$ cat config.mk
export PLATFORM = sky130hd
export DESIGN_NAME = case_folding_murmur2_hash_unit
export DESIGN_NICKNAME = d
export VERILOG_FILES = /design/src/rtl/cfmh_pkg.sv /design/src/rtl/case_folding_murmur2_hash_unit.sv /design/src/rtl/cfmh_mul.sv /design/src/rtl/cfmh_seq.sv
export SDC_FILE = /design/constraint.sdc
export NUM_CORES = 1
export LEC_CHECK = 0
export BUFFER_PORTS_ARGS = -buffer_cell sky130_fd_sc_hd__buf_2
export CAP_MARGIN = 20
export CORE_MARGIN = 8
export CORE_UTILIZATION = 50
export DETAILED_ROUTE_END_ITERATION = 6
export MAX_ROUTING_LAYER = met4
export PLACE_DENSITY = 0.68
export RECOVER_POWER = 50
export SYNTH_ARGS = -nofsm -noshare
export SYNTH_HDL_FRONTEND = slang
export SYNTH_SLANG_ARGS = --single-unit
$ cat constraint.sdc
create_clock -name clk_i -period 9.5 [get_ports clk_i]
set_clock_uncertainty 0.1 [all_clocks]
set_input_delay 2.85 -clock clk_i [delete_from_list [all_inputs] [get_ports clk_i]]
set_output_delay 2.85 -clock clk_i [all_outputs]
set_load 0.02 [all_outputs]
$ cat src/rtl/cfmh_pkg.sv
package cfmh_pkg;

  localparam logic [31:0] SeedReset = 32'h3141_5926;
  localparam logic [31:0] MixMul    = 32'h5bd1_e995;
  localparam int unsigned MixShift  = 24;
  localparam int unsigned AvShiftA  = 13;
  localparam int unsigned AvShiftB  = 15;

  localparam logic [7:0] AsciiUpperA = 8'h41;
  localparam logic [7:0] AsciiUpperZ = 8'h5a;
  localparam logic [7:0] AsciiCaseOffset = 8'h20;

  // configuration register indexes
  localparam logic CfgIdxSeed = 1'b0;
  localparam logic CfgIdxFold = 1'b1;

  typedef enum logic [2:0] {
    ST_IDLE,
    ST_K1,
    ST_K2,
    ST_H,
    ST_MIX,
    ST_FIN,
    ST_TAIL,
    ST_AV
  } state_e;

  typedef struct packed {
    logic        en;
    logic [31:0] operand;
  } mul_req_t;

  function automatic logic [7:0] fold_byte(input logic [7:0] b, input logic fold_en);
    logic [7:0] r;
    r = b;
    if (fold_en && (b >= AsciiUpperA) && (b <= AsciiUpperZ)) begin
      r = b + AsciiCaseOffset;
    end
    return r;
  endfunction

endpackage

$ cat src/rtl/case_folding_murmur2_hash_unit.sv
// Streaming MurmurHash2 (32-bit) with optional ASCII case folding.
// Input stream: one message byte per request. s_axis_tdata carries the byte and
// the total message length (sampled on the first request of a message),
// s_axis_tuser flags a real byte, s_axis_tlast closes the message. A request
// with tuser and tlast both low is a bubble and is dropped; tuser low with
// tlast high ends the message (alone, it hashes an empty message).
// Output stream: one 32-bit hash per message on m_axis_tdata.
// Configuration: cfg_we_i writes the seed (index 0) or the fold enable
// (index 1); write only while no message is in flight.
// Flow: a byte that does not complete a 32-bit word is taken without a stall;
// a byte that completes a word holds s_axis_tready low while the word mix runs
// three multiplies through the one shared constant multiplier. The last request
// passes FIN, TAIL (with leftover bytes) and AV for the tail and avalanche
// before the hash is loaded into the output register; s_axis_tready is low
// meanwhile. Reset clears the sequencer and the output valid flag and restores
// seed 0x31415926 with folding on. If the receiver stalls, a finished hash
// waits in the output register; the next holds the sequencer until it frees.
module case_folding_murmur2_hash_unit
  import cfmh_pkg::*;
(
  input  logic        clk_i,
  input  logic        rst_ni,
  input  logic        s_axis_tvalid,
  output logic        s_axis_tready,
  input  logic [39:0] s_axis_tdata,   // [7:0] data_byte, [39:8] msg_length
  input  logic        s_axis_tuser,   // [0] byte_valid
  input  logic        s_axis_tlast,
  output logic        m_axis_tvalid,
  input  logic        m_axis_tready,
  output logic [31:0] m_axis_tdata,   // [31:0] hash_value
  input  logic        cfg_we_i,
  input  logic        cfg_index_i,
  input  logic [31:0] cfg_wdata_i
);

  logic [31:0] seed_q;
  logic        fold_q;
  logic        out_valid_q;
  logic [31:0] out_hash_q;

  logic        res_valid;
  logic        res_ready;
  logic [31:0] res_hash;
  mul_req_t    mul_req;
  logic [31:0] mul_prod;

  always_ff @(posedge clk_i or negedge rst_ni) begin
    if (!rst_ni) begin
      seed_q <= SeedReset;
      fold_q <= 1'b1;
    end else if (cfg_we_i) begin
      unique case (cfg_index_i)
        CfgIdxSeed: seed_q <= cfg_wdata_i;
        CfgIdxFold: fold_q <= cfg_wdata_i[0];
        default: ;
      endcase
    end
  end

  cfmh_seq u_seq (
    .clk_i       (clk_i),
    .rst_ni      (rst_ni),
    .seed_i      (seed_q),
    .fold_i      (fold_q),
    .in_valid_i  (s_axis_tvalid),
    .in_ready_o  (s_axis_tready),
    .in_byte_i   (s_axis_tdata[7:0]),
    .in_bvalid_i (s_axis_tuser),
    .in_last_i   (s_axis_tlast),
    .in_len_i    (s_axis_tdata[39:8]),
    .res_ready_i (res_ready),
    .res_valid_o (res_valid),
    .res_hash_o  (res_hash),
    .mul_req_o   (mul_req),
    .mul_prod_i  (mul_prod)
  );

  cfmh_mul u_mul (
    .clk_i  (clk_i),
    .rst_ni (rst_ni),
    .req_i  (mul_req),
    .prod_o (mul_prod)
  );

  assign res_ready = !out_valid_q || m_axis_tready;

  always_ff @(posedge clk_i or negedge rst_ni) begin
    if (!rst_ni) begin
      out_valid_q <= 1'b0;
    end else if (res_ready) begin
      out_valid_q <= res_valid;
    end
  end

  always_ff @(posedge clk_i) begin
    if (res_ready && res_valid) begin
      out_hash_q <= res_hash;
    end
  end

  assign m_axis_tvalid = out_valid_q;
  assign m_axis_tdata  = out_hash_q;

endmodule

$ cat src/rtl/cfmh_mul.sv
module cfmh_mul
  import cfmh_pkg::*;
(
  input  logic        clk_i,
  input  logic        rst_ni,
  input  mul_req_t    req_i,
  output logic [31:0] prod_o
);

  logic [31:0] prod_q;
  logic [31:0] prod_d;

  // low 32 bits of operand times the mixing constant
  assign prod_d = req_i.operand * MixMul;

  always_ff @(posedge clk_i or negedge rst_ni) begin
    if (!rst_ni) begin
      prod_q <= '0;
    end else if (req_i.en) begin
      prod_q <= prod_d;
    end
  end

  assign prod_o = prod_q;

endmodule

$ cat src/rtl/cfmh_seq.sv
module cfmh_seq
  import cfmh_pkg::*;
(
  input  logic        clk_i,
  input  logic        rst_ni,
  input  logic [31:0] seed_i,
  input  logic        fold_i,
  input  logic        in_valid_i,
  output logic        in_ready_o,
  input  logic [7:0]  in_byte_i,
  input  logic        in_bvalid_i,
  input  logic        in_last_i,
  input  logic [31:0] in_len_i,
  input  logic        res_ready_i,
  output logic        res_valid_o,
  output logic [31:0] res_hash_o,
  output mul_req_t    mul_req_o,
  input  logic [31:0] mul_prod_i
);

  state_e      state_q, state_d;
  logic [31:0] h_q, h_d;
  logic [31:0] k_q, k_d;
  logic [23:0] buf_q, buf_d;
  logic [1:0]  phase_q, phase_d;
  logic        last_q, last_d;
  logic        in_msg_q, in_msg_d;

  logic        accept;
  logic        bubble;
  logic [23:0] base_buf;
  logic [1:0]  base_phase;
  logic [7:0]  folded;
  logic        word_full;

  assign in_ready_o = (state_q == ST_IDLE);
  assign accept     = in_valid_i && in_ready_o;
  assign bubble     = !in_bvalid_i && !in_last_i;
  // a new message starts from an empty partial word
  assign base_buf   = in_msg_q ? buf_q : '0;
  assign base_phase = in_msg_q ? phase_q : '0;
  assign folded     = fold_byte(in_byte_i, fold_i);
  assign word_full  = in_bvalid_i && (base_phase == 2'd3);

  always_comb begin
    state_d = state_q;
    unique case (state_q)
      ST_IDLE: begin
        if (accept && !bubble) begin
          if (word_full) begin
            state_d = ST_K1;
          end else if (in_last_i) begin
            state_d = ST_FIN;
          end
        end
      end
      ST_K1:   state_d = ST_K2;
      ST_K2:   state_d = ST_H;
      ST_H:    state_d = ST_MIX;
      ST_MIX:  state_d = last_q ? ST_FIN : ST_IDLE;
      ST_FIN:  state_d = (phase_q != 2'd0) ? ST_TAIL : ST_AV;
      ST_TAIL: state_d = ST_AV;
      ST_AV:   state_d = res_ready_i ? ST_IDLE : ST_AV;
      default: state_d = ST_IDLE;
    endcase
  end

  always_comb begin
    h_d         = h_q;
    k_d         = k_q;
    buf_d       = buf_q;
    phase_d     = phase_q;
    last_d      = last_q;
    in_msg_d    = in_msg_q;
    mul_req_o   = '{en: 1'b0, operand: h_q};
    res_valid_o = 1'b0;
    res_hash_o  = mul_prod_i ^ (mul_prod_i >> AvShiftB);
    unique case (state_q)
      ST_IDLE: begin
        if (accept && !bubble) begin
          h_d      = in_msg_q ? h_q : (seed_i ^ in_len_i);
          last_d   = in_last_i;
          in_msg_d = !in_last_i;
          buf_d    = base_buf;
          phase_d  = base_phase;
          if (word_full) begin
            k_d     = {folded, base_buf};
            buf_d   = '0;
            phase_d = '0;
          end else if (in_bvalid_i) begin
            buf_d   = base_buf | ({16'b0, folded} << {base_phase, 3'b000});
            phase_d = base_phase + 2'd1;
          end
        end
      end
      ST_K1: begin
        mul_req_o = '{en: 1'b1, operand: k_q};
      end
      ST_K2: begin
        mul_req_o = '{en: 1'b1, operand: mul_prod_i ^ (mul_prod_i >> MixShift)};
      end
      ST_H: begin
        k_d       = mul_prod_i;
        mul_req_o = '{en: 1'b1, operand: h_q};
      end
      ST_MIX: begin
        h_d = mul_prod_i ^ k_q;
      end
      ST_FIN: begin
        // leftover bytes fold into the hash before the avalanche
        if (phase_q != 2'd0) begin
          mul_req_o = '{en: 1'b1, operand: h_q ^ {8'b0, buf_q}};
        end else begin
          mul_req_o = '{en: 1'b1, operand: h_q ^ (h_q >> AvShiftA)};
        end
      end
      ST_TAIL: begin
        mul_req_o = '{en: 1'b1, operand: mul_prod_i ^ (mul_prod_i >> AvShiftA)};
      end
      ST_AV: begin
        res_valid_o = 1'b1;
        if (res_ready_i) begin
          buf_d   = '0;
          phase_d = '0;
        end
      end
      default: ;
    endcase
  end

  always_ff @(posedge clk_i or negedge rst_ni) begin
    if (!rst_ni) begin
      state_q  <= ST_IDLE;
      h_q      <= '0;
      k_q      <= '0;
      buf_q    <= '0;
      phase_q  <= '0;
      last_q   <= 1'b0;
      in_msg_q <= 1'b0;
    end else begin
      state_q  <= state_d;
      h_q      <= h_d;
      k_q      <= k_d;
      buf_q    <= buf_d;
      phase_q  <= phase_d;
      last_q   <= last_d;
      in_msg_q <= in_msg_d;
    end
  end

endmodule

==> metrics.txt <==
max frequency=113 MHz; I/O pins=114; Initial Util=approximately half; Layout Nets=2,548; worst slew pin tran=5.02 ns; commonest non-fill, non-tap cell in the layout=inv_1; post-synthesis cell count=1,986; Hold Slack=0.429 ns; RR Startpoint=u_seq.phase_q[0]; Synth cell types=between 60 and 70; most frequent CP cell=fa_1; most frequent cells in the layout=inv_1, ha_1, fa_1, nand2_1, dfrtp_1; drt wl/cell=between 20 and 25 um; crit end category=register; root buffer cell=clkbuf_16; Critical Setup Path Class=reg2reg; gr ovfl total=0; cts hold-fix bufs=0; post-synthesis register bit count=about 190; setup ws final=~0.66 ns; TritonCTS clock tree=done; Crit path max-delay family=adder cells; post-DR vias/cell=about 5.6; net count after synthesis=2,466; ratio of final minimum period to clock period=between 90% and 100%; Reg clk slew, reported paths=0.07 ns; maxcap violations=3; Cells after DPL=2,559; Core Region=37,600 um2; final hold vios=0; clock tree buffer depth=2; Buf/Inv on CP=4; Tmin final=about 8.8 ns; Seq/Total Area, Yosys=26.3%; number of synthesized flops with an enable pin=32; Warnings, synthesis=0; antenna viol nets, final=0; die outline width=211 um; die height=around 210 um; CTS resizes=0; Hold Crit Class=reg2reg; slowest CP cell=or2_0; largest stage delay on the critical path=1.02 ns; # rows=71; R2R setup slack=~0.66 ns; setup bufs post-CTS=0; setup violators final=0; wirelength, routed=56,700 um; Critical Path Fanout Max=12; Worst Hold Depth=1; Slew Viols, Final=166; setup TNS=0 ns; largest net degree at the start of global routing=92; R2R depth=27; total track usage=26.6%; DR DRC count=0; Clock Latency Late Sink=0.45 ns; RR Endpoint=u_mul.prod_o[31]; antenna violations before repair=0; global-route wire length before repair=87,600 um; failing checks=capacitance limit, slew limit; H-tree levels=4; port bufs=113; vias in the first global route=14,800; Mapped Area=approximately 19,000 um2; min-delay src=seed_q[6]; Final Wtd Congestion=0.963; ys flop type=dfrtp_1; CTS sink cnt=193; status=finished, violations left; Finished Layout Cells=2,592; post-synth top area cell=dfrtp_1; type of origin of the critical path=register; CP required=around 9.7 ns; Critical Path AT=9.06 ns; starting DRC count in detailed routing=1,237; cts bufs inserted=17; ranking of synthesized cells by area=dfrtp_1, fa_1, ha_1; Setup WS pre-CTS=between 1 and 1.5 ns; Async SR Flop Fraction=83.4%; relative slew slack=-234%; layout cell share with drive strength beyond 1=10.6%; Area Overhead vs Synth=9.19%; synthesized area per cell=9.59 um2; Yosys top cell area share=19.4%; Ant. Diodes=0; RSZ-0062 raised after global routing=false; via count=about 15,000; Die Area=44,600 um2; Worst Hold End=seed_q[6]; Detailed Place HPWL=~45,000 um; first-pass iteration count of the detailed router=5
## how the worst max path moves through the flow
stage	start	endpoint	cells after the start
2_1_floorplan	u_seq.state_q[2]	u_mul.prod_o[31]	30
3_3_place_gp	u_seq.state_q[0]	u_mul.prod_o[30]	29
3_5_place_dp	u_seq.state_q[1]	u_mul.prod_o[31]	28
4_1_cts	u_seq.state_q[1]	u_mul.prod_o[31]	28
5_1_grt	u_seq.phase_q[1]	u_mul.prod_o[31]	27
6_report	u_seq.phase_q[0]	u_mul.prod_o[31]	27
## logic make-up after synthesis
group / Yosys count / share of synthesized area [%]
and+or+nand+nor: 355 / 8.17
adders and majority gates: 400 / 33.4
AOI/OAI and AO/OA: 338 / 11.0
DFF: 193 / 26.3
xor gates and xnor gates: 154 / 7.23
muxes: 81 / 4.54
buffers and inverters: 465 / 9.32
## metal layers
layer  part of all wire [%]  track usage, %  vias to the layer above  wire length [um]
li1                       -               -                     6607                 -
met1                     45            36.6                     7233             25200
met2                     45            40.0                      590             25500
met3                    8.4            5.40                       77              4750
met4                    2.2            6.15                        0              1240
met5                      0               -                        -                 0
## worst reg2reg max path, stage by stage (launching register included)
cell and delay [ns]:
dfrtp_1 0.46, or2_0 1.02, mux2i_1 0.32, nor3_1 0.21, a21oi_1 0.06, o21ai_1 0.68, fa_1 0.56, ha_1 0.37
inv_1 0.08, fa_1 0.47, inv_1 0.05, ha_1 0.27, ha_1 0.30, fa_1 0.46, fa_1 0.49, inv_1 0.05
fa_1 0.49, inv_1 0.05, ha_1 0.38, nor2_1 0.09, nor2_1 0.15, a41o_1 0.20, a41o_1 0.22, a31oi_1 0.17
o41ai_1 0.58, a31oi_1 0.19, xnor2_1 0.17, o21ai_1 0.07
## cell type report
class | count | area [um2]
Fill cell | 3420 | 16800
Sequential cell | 193 | 5010
Timing Repair Buffer | 160 | 868
Inverter | 368 | 1380
Clock inverter | 11 | 143
Multi-Input combinational cell | 1328 | 12300
Clock buffer | 21 | 473
Tap cell | 511 | 639
## sequential cells by signal, summed over array words and instances (netlist names)
| register | flops |
|---|---|
| m_axis_tvalid | 1 |
| u_mul.prod_o | 32 |
| u_seq.buf_q | 24 |
| u_seq.state_q | 3 |
| u_seq.last_q | 1 |
| seed_q | 32 |
| u_seq.phase_q | 2 |
| u_seq.in_msg_q | 1 |
| m_axis_tdata | 32 |
| fold_q | 1 |
| u_seq.k_q | 32 |
| u_seq.h_q | 32 |
## synth_stat cells, types with 4 or more instances
cell	number
fa_1	181
dfstp_2	13
nand3_1	37
dfrtp_1	148
buf_2	6
mux2_2	43
or3_1	4
nor3_1	11
o21bai_1	6
ha_1	219
a211oi_1	5
a22oi_1	10
xnor2_1	86
inv_1	368
xor2_1	66
nor2_1	86
a21oi_1	74
nand2_1	172
o211ai_1	7
a22o_1	20
o21a_1	12
clkbuf_1	76
o31ai_1	6
nor2b_1	10
mux2i_1	38
a21o_1	20
buf_1	12
edfxtp_1	32
a31oi_1	32
nand2b_1	4
o22ai_1	6
and3_1	7
o21ai_0	109
## through the flow
stage                     area [um2]  util [%]
after CTS                      20900      55.5
final                          20800      55.3
after floorplan                19000         -
after detailed placement       20300      53.9
after global routing           20800      55.3
after global placement         20300      53.9
Power is not shown: default switching activity piles up to over one toggle a cycle in this logic, so the estimate is an artifact.
